[src/rtl/core/float_format_converter_core_macros.svh]
// Assertion macros shared by the converter RTL
`ifndef FLOAT_FORMAT_CONVERTER_CORE_MACROS_SVH
`define FLOAT_FORMAT_CONVERTER_CORE_MACROS_SVH

// Same-cycle implication, sampled on clk, ignored while in reset
`define FFC_ASSERT_SAME(label, ante, cons) \
    label: assert property (@(posedge clk) disable iff (!rst_n) (ante) |-> (cons)) \
        else $error("assertion failed: same-cycle check");

// Next-cycle implication, sampled on clk, ignored while in reset
`define FFC_ASSERT_NEXT(label, ante, cons) \
    label: assert property (@(posedge clk) disable iff (!rst_n) (ante) |=> (cons)) \
        else $error("assertion failed: next-cycle check");

`endif

[src/rtl/core/ffc_pkg.sv]
// Package: conversion codes, format constants and conversion functions
`timescale 1ns / 1ps
`default_nettype none

package ffc_pkg;

    typedef enum logic [2:0] {
        MODE_BF16_TO_FP32 = 3'd0,
        MODE_FP32_TO_BF16 = 3'd1,
        MODE_FP16_TO_FP32 = 3'd2,
        MODE_FP32_TO_FP16 = 3'd3,
        MODE_FP16_TO_BF16 = 3'd4,
        MODE_BF16_TO_FP16 = 3'd5
    } mode_t;

    localparam logic [31:0] BF16_ROUND  = 32'h0000_8000;
    localparam logic [31:0] FP32_INF    = 32'h7F80_0000;
    localparam logic [15:0] FP16_INF    = 16'h7C00;
    localparam logic [23:0] HALF_RBIT   = 24'h00_1000;
    localparam logic [23:0] HALF_RINC   = 24'h00_2000;
    localparam logic [23:0] FP32_HIDDEN = 24'h80_0000;
    localparam logic [7:0]  BIAS_DELTA  = 8'd112;   // 127 - 15

    // Leading zeros of a 10-bit fp16 mantissa (input known non-zero)
    function automatic logic [3:0] lzc10(input logic [9:0] m);
        logic [3:0] n;
        logic       found;
        n     = 4'd0;
        found = 1'b0;
        for (int i = 9; i >= 0; i--) begin
            if (!found && m[i]) begin
                found = 1'b1;
                n     = 4'(9 - i);
            end
        end
        return n;
    endfunction

    // fp16 -> fp32, exact
    function automatic logic [31:0] widen_half(input logic [15:0] h);
        logic [4:0]  ex;
        logic [9:0]  man;
        logic [3:0]  lz;
        logic [10:0] sh;
        logic [7:0]  eb;
        logic [31:0] r;
        ex  = h[14:10];
        man = h[9:0];
        lz  = lzc10(man);
        sh  = {1'b0, man} << (lz + 4'd1);
        eb  = BIAS_DELTA - {4'd0, lz};
        if (ex == 5'd0) begin
            if (man == 10'd0)
                r = {h[15], 31'd0};
            else
                r = {h[15], eb, sh[9:0], 13'd0};
        end else if (ex == 5'h1F) begin
            r = {h[15], 31'd0} | FP32_INF | {9'd0, man, 13'd0};
        end else begin
            r = {h[15], {3'd0, ex} + BIAS_DELTA, man, 13'd0};
        end
        return r;
    endfunction

    // fp32 -> bf16: add half an lsb, keep the top half (32-bit wrap)
    function automatic logic [15:0] narrow_to_bf16(input logic [31:0] x);
        logic [31:0] s;
        s = x + BF16_ROUND;
        return s[31:16];
    endfunction

    // fp32 -> fp16 with round on bit 12, subnormals, flush and overflow
    function automatic logic [15:0] narrow_to_half(input logic [31:0] x);
        logic [7:0]  e8;
        logic [23:0] m;
        logic [3:0]  shamt;
        logic [7:0]  exn;
        logic [14:0] mag;
        logic [15:0] r;
        e8    = x[30:23];
        shamt = 4'd0;
        exn   = 8'd0;
        mag   = 15'd0;
        m     = {1'b0, x[22:0]};
        if (e8 < 8'd102) begin
            r = {x[31], 15'd0};
        end else if (e8 <= BIAS_DELTA) begin
            // subnormal: shift in the hidden one, then round
            exn   = 8'd113 - e8;
            shamt = exn[3:0];
            m     = (m | FP32_HIDDEN) >> shamt;
            if ((m & HALF_RBIT) != 24'd0)
                m = m + HALF_RINC;
            r = {x[31], 4'd0, m[23:13]};
        end else if (e8 >= 8'd143) begin
            r = {x[31], 15'd0} | FP16_INF;
        end else begin
            // normal: the rounding carry runs into the exponent
            exn = e8 - BIAS_DELTA;
            if ((m & HALF_RBIT) != 24'd0)
                m = m + HALF_RINC;
            mag = {exn[4:0], 10'd0} + {4'd0, m[23:13]};
            r   = {x[31], mag};
        end
        return r;
    endfunction

endpackage

`default_nettype wire

[src/rtl/core/float_format_converter_core.sv]
// Top level: fp32 / fp16 / bf16 bit-pattern converter, two register stages
`timescale 1ns / 1ps
`default_nettype none

//  channel   | ports                  | handshake
//  ----------+------------------------+----------------------------------
//  command   | start, mode, operand   | taken when start is high, busy low
//  result    | done, result           | one-cycle strobe, cannot be held
//
//  An accepted word sits in the input register while the conversion logic
//  works on it, and the next edge loads the result register and raises
//  done for one cycle. A new word is taken every cycle, so throughput is one
//  per cycle. busy is never raised; nothing downstream can stall the pipeline.
//  Reset clears both valid flags; payload registers are left as they are.

module float_format_converter_core (
    input  wire logic        clk,
    input  wire logic        rst_n,
    input  wire logic        start,
    output logic             busy,
    input  wire logic [2:0]  mode,
    input  wire logic [31:0] operand,
    output logic             done,
    output logic [31:0]      result
);

    // input stage
    logic        valid_reg;
    logic [2:0]  mode_reg;
    logic [31:0] operand_reg;

    // result stage
    logic        done_reg;
    logic [31:0] result_reg;
    logic [31:0] result_next;

    // shared intermediates
    logic [15:0] lo;
    logic [31:0] widened;
    logic [31:0] bf_src;
    logic [31:0] half_src;
    logic [15:0] bf_word;
    logic [15:0] half_word;
    logic        narrow_mode;

    // the pipeline never stalls
    assign busy = 1'b0;

    // register the accepted word in the input stage
    always_ff @(posedge clk or negedge rst_n) begin
        if (!rst_n) begin
            valid_reg <= 1'b0;
        end else begin
            valid_reg <= start && !busy;
        end
    end

    always_ff @(posedge clk) begin
        if (start && !busy) begin
            mode_reg    <= mode;
            operand_reg <= operand;
        end
    end

    // One widener and one of each narrower, shared by the direct and the
    // chained conversions; the mode only picks their sources.
    assign lo       = operand_reg[15:0];
    assign widened  = ffc_pkg::widen_half(lo);
    assign bf_src   = (mode_reg == ffc_pkg::MODE_FP16_TO_BF16) ? widened : operand_reg;
    assign half_src = (mode_reg == ffc_pkg::MODE_BF16_TO_FP16) ? {lo, 16'd0} : operand_reg;
    assign bf_word   = ffc_pkg::narrow_to_bf16(bf_src);
    assign half_word = ffc_pkg::narrow_to_half(half_src);

    always_comb begin
        unique case (mode_reg)
            ffc_pkg::MODE_BF16_TO_FP32: result_next = {lo, 16'd0};
            ffc_pkg::MODE_FP32_TO_BF16: result_next = {16'd0, bf_word};
            ffc_pkg::MODE_FP16_TO_FP32: result_next = widened;
            ffc_pkg::MODE_FP32_TO_FP16: result_next = {16'd0, half_word};
            ffc_pkg::MODE_FP16_TO_BF16: result_next = {16'd0, bf_word};
            ffc_pkg::MODE_BF16_TO_FP16: result_next = {16'd0, half_word};
            default:                    result_next = 32'd0;  // unused codes
        endcase
    end

    // advance the converted word into the result register
    always_ff @(posedge clk or negedge rst_n) begin
        if (!rst_n) begin
            done_reg <= 1'b0;
        end else begin
            done_reg <= valid_reg;
        end
    end

    always_ff @(posedge clk) begin
        if (valid_reg) begin
            result_reg <= result_next;
        end
    end

    assign done   = done_reg;
    assign result = result_reg;

    // conversions whose target is a 16-bit format
    assign narrow_mode = (mode_reg == ffc_pkg::MODE_FP32_TO_BF16)
                      || (mode_reg == ffc_pkg::MODE_FP32_TO_FP16)
                      || (mode_reg == ffc_pkg::MODE_FP16_TO_BF16)
                      || (mode_reg == ffc_pkg::MODE_BF16_TO_FP16);

`include "float_format_converter_core_macros.svh"

    // an accepted word reaches the input stage, then the result strobe
    `FFC_ASSERT_NEXT(a_accept_to_stage, start && !busy, valid_reg)
    `FFC_ASSERT_NEXT(a_stage_to_done, valid_reg, done)
    // 16-bit targets leave the upper half clear
    `FFC_ASSERT_NEXT(a_narrow_upper_zero, valid_reg && narrow_mode, result[31:16] == 16'd0)

endmodule

`default_nettype wire
[config.mk]
export PLATFORM = sky130hd
export DESIGN_NAME = float_format_converter_core
export DESIGN_NICKNAME = d
export VERILOG_FILES = /design/src/rtl/core/ffc_pkg.sv /design/src/rtl/core/float_format_converter_core.sv
export VERILOG_INCLUDE_DIRS = /design/src /design/src/rtl/core
export SDC_FILE = /design/constraint.sdc
export NUM_CORES = 1
export LEC_CHECK = 0
export BUFFER_PORTS_ARGS = -buffer_cell sky130_fd_sc_hd__buf_4
export CORE_MARGIN = 2
export CORE_UTILIZATION = 54
export CTS_CLUSTER_SIZE = 24
export DETAILED_ROUTE_END_ITERATION = 16
export PLACE_DENSITY_LB_ADDON = 0.2
export SLEW_MARGIN = 10
export SYNTH_ARGS = -nofsm -noshare
export SYNTH_HDL_FRONTEND = slang
export SYNTH_SLANG_ARGS = --single-unit
[constraint.sdc]
create_clock -name clk -period 5 [get_ports clk]
set_input_delay 0.25 -clock clk [delete_from_list [all_inputs] [get_ports clk]]
set_output_delay 0.25 -clock clk [all_outputs]
set_load 0.05 [all_outputs]
==> Implementation_results.wiki <==
{| class="wikitable"
! Metric !! Value
|-
| Outcome || finished, final reports clean
|-
| Effective utilization at floorplan || 0.550
|-
| Element type at the critical path end || register
|-
| Net Sw Frac || 0.394
|-
| Critical setup path kind || register to register
|-
| Count of nets left with antenna violations after detail routing || 0
|-
| Static Leak || 2.74 nW
|-
| Clock network latency to the later pin of the worst-skew pair || 0.35 ns
|-
| Total grt overflow || 0
|-
| Reported net switching power || 0.763 mW
|-
| Number of pins exceeding their max-slew limit in the final report || 0
|-
| Max transition margin || 0.394
|-
| Commonest non-fill, non-tap cells in the layout || sky130_fd_sc_hd__buf_4, sky130_fd_sc_hd__edfxtp_1, sky130_fd_sc_hd__nand2_1
|-
| Final clock skew || 0.00431 ns
|-
| GPL Wtd Cong || 0.972
|-
| Post-layout net count || 784
|-
| Buffers added on ports || 70
|-
| Die outline area || 11800 sq um
|-
| Routed wire length per instance || 22.1 um
|-
| Number of vias per cell after detailed routing || 6.72
|-
| Number of H-tree levels || 3
|-
| CTS tree || built
|-
| Cell depth of the worst min-delay path || 1
|-
| Mean Syn Cell Area || 8.92 sq um
|-
| Clk network pwr share || 0.192
|-
| Worst EP arrival || 4.79 ns
|-
| Area growth from synthesis to layout || 16.6%
|-
| Max-capacitance violation count || 0
|-
| Final Critical Period || 4.69 ns
|-
| FMAX || 0.213 GHz
|-
| Biggest area consumer among synthesized cells || sky130_fd_sc_hd__edfxtp_1
|-
| Clock Sinks || 69
|-
| Sequential area share after synthesis || 0.349
|-
| Vertical die dimension || 109 um
|-
| Number of distinct library cells after synthesis || 79
|-
| Register clock-pin slew on the reported worst setup and hold paths || 0.07 ns
|-
| Setup repair bufs after CTS || 0
|-
| Logic gate share of total power || 0.420
|-
| Vias post-DR || 5922
|-
| Post-synth EDFFs || 67
|-
| Kind of start point of the critical path || register
|-
| Worst hold start || operand[26]
|-
| Metal1 wirelength || 7970 um
|-
| Commonest non-fill, non-tap cell in the layout || sky130_fd_sc_hd__buf_4
|-
| Fin Setup TNS || 0 ns
|-
| Worst vdd rail ir drop || 0.000163 V
|-
| Fin crit share || 0.938
|-
| GR Util All Layers || 0.341
|-
| Reg-to-reg critical path startpoint || operand_reg[7]$_DFFE_PP_
|-
| Total internal power || 1.17 mW
|-
| Die extent in x || 109 um
|-
| Leading post-synthesis cells by cell area || sky130_fd_sc_hd__edfxtp_1, sky130_fd_sc_hd__mux2i_1, sky130_fd_sc_hd__nand2_1
|-
| Layout cell share with drive strength beyond 1 || 0.227
|-
| Syn nets || 709
|-
| Part of the power in registers || 0.388
|-
| Register bit total from synthesis || 69
|-
| Maximum fanout count along the critical path || 16
|-
| Deepest clock path buffer count || 2
|-
| Detail Placement HPWL || 14600 um
|-
| Unrepaired setup endpoints after global routing || no
|-
| Maximum number of pins on one net before global-route repair || 37
|-
| Pwr dens || 281 nW/um^2
|-
| Area fraction of the dominant cell type after synthesis || 0.341
|-
| Hold Crit Class || input port to register
|-
| Std cell rows || 38
|-
| Final worst-path setup slack || 0.311 ns
|-
| Most common flop cell mapped by yosys || sky130_fd_sc_hd__edfxtp_1
|-
| Number of detailed-route iterations in the first pass || 6
|-
| Number of antenna violations at the first check in global routing || 1
|-
| End of the worst register-to-register path || result[9]$_DFFE_PP_
|-
| Final setup violating endpoints || 0
|-
| Hold Crit Endpoint || operand_reg[26]$_DFFE_PP_
|-
| Via count of the first global-routing pass || 5499
|-
| DRC errors left || 0
|-
| Final hold violation count || 0
|-
| Synthesis Warnings || 0
|-
| Ports placed on the boundary || 72
|-
| Wire length of the first global-routing pass || 30000 um
|-
| Pre-CTS setup slack || 0.294 ns
|-
| Number of cells on the worst reg-to-reg path || 18
|-
| Data required time of the worst path || 5.10 ns
|-
| Total met2 wirelength after detailed routing || 8270 um
|-
| Uppermost routed layer || met5
|-
| Total wirelength of the detailed-routed design || 19500 um
|-
| CTS Root Buffer Type || sky130_fd_sc_hd__clkbuf_8
|-
| Syn Inst Count || 662
|-
| CTS Buf Count || 9
|-
| Cell area after synthesis || 5910 sq um
|-
| Placeable Area || 10700 sq um
|-
| Total met3 wirelength after detailed routing || 2220 um
|-
| Measured slew at the worst slew-check pin || 0.901 ns
|-
| N_diodes || 0
|-
| Ys async rst share || 0.0290
|-
| Count of routing violations after the opening detailed-route iteration || 807
|-
| Flop2flop setup slack || 0.31 ns
|}
==> cells in the mapped netlist, types with 4 or more instances <==
| library cell | instances |
|---|---|
| sky130_fd_sc_hd__a211oi_1 | 16 |
| sky130_fd_sc_hd__o31ai_1 | 7 |
| sky130_fd_sc_hd__mux2i_1 | 33 |
| sky130_fd_sc_hd__nand2_1 | 60 |
| sky130_fd_sc_hd__nor3b_1 | 7 |
| sky130_fd_sc_hd__edfxtp_1 | 67 |
| sky130_fd_sc_hd__or2_2 | 5 |
| sky130_fd_sc_hd__or3_1 | 10 |
| sky130_fd_sc_hd__a21o_1 | 5 |
| sky130_fd_sc_hd__clkbuf_1 | 37 |
| sky130_fd_sc_hd__nor2_1 | 43 |
| sky130_fd_sc_hd__nand2b_1 | 9 |
| sky130_fd_sc_hd__buf_1 | 7 |
| sky130_fd_sc_hd__o221ai_1 | 5 |
| sky130_fd_sc_hd__nand4_1 | 9 |
| sky130_fd_sc_hd__a21oi_1 | 33 |
| sky130_fd_sc_hd__mux2_2 | 9 |
| sky130_fd_sc_hd__a31oi_1 | 11 |
| sky130_fd_sc_hd__a211o_1 | 4 |
| sky130_fd_sc_hd__ha_1 | 9 |
| sky130_fd_sc_hd__o211ai_1 | 5 |
| sky130_fd_sc_hd__xor2_1 | 12 |
| sky130_fd_sc_hd__inv_1 | 24 |
| sky130_fd_sc_hd__o21a_1 | 4 |
| sky130_fd_sc_hd__nor3_1 | 19 |
| sky130_fd_sc_hd__xnor2_1 | 15 |
| sky130_fd_sc_hd__nor2b_1 | 8 |
| sky130_fd_sc_hd__and2_1 | 7 |
| sky130_fd_sc_hd__mux4_2 | 5 |
| sky130_fd_sc_hd__and3_1 | 12 |
| sky130_fd_sc_hd__o21ai_0 | 37 |
| sky130_fd_sc_hd__a32oi_1 | 7 |
| sky130_fd_sc_hd__nor4_1 | 11 |
| sky130_fd_sc_hd__buf_2 | 5 |
| sky130_fd_sc_hd__a31o_2 | 5 |
| sky130_fd_sc_hd__nand3_1 | 27 |
==> power by group through the flow <==
stage | clock [mW] | sequential, mW | combinational [mW]
2_1_floorplan | 0 | 0.844 | 0.443
3_3_place_gp | 0 | 0.757 | 0.786
3_5_place_dp | 0 | 0.760 | 0.790
4_1_cts | 0.376 | 0.748 | 0.794
5_1_grt | 0.399 | 0.754 | 0.867
6_report | 0.372 | 0.750 | 0.813
==> logic make-up after synthesis <==
logic type,share of synthesized area
buffers and inverters,0.0557
adders and majority gates,0.0191
xor gates and xnor gates,0.0400
and+or+nand+nor,0.228
DFF,0.349
muxes,0.0945
AOI/OAI and AO/OA,0.213
other,0.000635
==> area by class of cell <==
| class | instances | area (sq um) |
|---|---|---|
| Inverter | 24 | 90.1 |
| Tap cell | 140 | 175 |
| Timing Repair Buffer | 118 | 888 |
| Clock inverter | 2 | 11.3 |
| Fill cell | 908 | 3860 |
| Clock buffer | 13 | 139 |
| Sequential cell | 69 | 2060 |
| Multi-Input combinational cell | 515 | 3520 |
==> critical path: stages (launching register included) <==
cell and delay [ns]:
sky130_fd_sc_hd__edfxtp_1 0.36, sky130_fd_sc_hd__buf_4 0.24, sky130_fd_sc_hd__nor2b_1 0.15, sky130_fd_sc_hd__or4_1 0.59, sky130_fd_sc_hd__nand4_1 0.19, sky130_fd_sc_hd__inv_1 0.08
sky130_fd_sc_hd__ha_1 0.31, sky130_fd_sc_hd__o21ai_0 0.11, sky130_fd_sc_hd__o211a_1 0.26, sky130_fd_sc_hd__o221ai_1 0.20, sky130_fd_sc_hd__a211o_1 0.36, sky130_fd_sc_hd__o21ai_0 0.09
sky130_fd_sc_hd__ha_1 0.22, sky130_fd_sc_hd__nand2_1 0.06, sky130_fd_sc_hd__a31o_2 0.24, sky130_fd_sc_hd__a21o_1 0.18, sky130_fd_sc_hd__nor3_1 0.28, sky130_fd_sc_hd__a21oi_1 0.12
sky130_fd_sc_hd__or3_1 0.39
==> what timing repair did <==
| action | in CTS | in global routing |
|---|---|---|
| hold buffers | 1 | 0 |
| resized for setup | 0 | 1 |
| setup endpoints to repair | 0 | 1 |
| hold endpoints to repair | 2 | 0 |
==> layer usage <==
metal,GRT usage,vias up
met2,0.504,410
met3,0.0772,91
met4,0.168,2
met5,0,-
met1,0.471,2737
li1,-,2682
==> worst max-delay path by stage <==
stage	slack (ns)	cells past startpoint	start	endpoint
after floorplan	0.39	16	operand_reg[7]$_DFFE_PP_	result[13]$_DFFE_PP_
after global placement	0.30	13	operand_reg[7]$_DFFE_PP_	result[9]$_DFFE_PP_
after detailed placement	0.29	18	operand_reg[7]$_DFFE_PP_	result[9]$_DFFE_PP_
after CTS	0.27	18	operand_reg[7]$_DFFE_PP_	result[9]$_DFFE_PP_
after global routing	0.08	17	operand_reg[7]$_DFFE_PP_	result[9]$_DFFE_PP_
final	0.31	18	operand_reg[7]$_DFFE_PP_	result[9]$_DFFE_PP_
==> through the flow <==
stage | total power, mW | instance area [sq um] | instances | util | hold WS (ns)
CTS | 1.92 | 6880 | 881 | 0.641 | 0.0646
global placement | 1.54 | 6720 | 865 | 0.626 | 0.0321
global route | 2.02 | 6890 | 881 | 0.641 | 0.0627
finish | 1.94 | 6890 | 881 | 0.641 | 0.0683
floorplan | 1.29 | 5910 | 662 | - | -0.0456
detailed placement | 1.55 | 6720 | 865 | 0.626 | 0.0342
No activity file was read; power rests on OpenSTA's default activity.
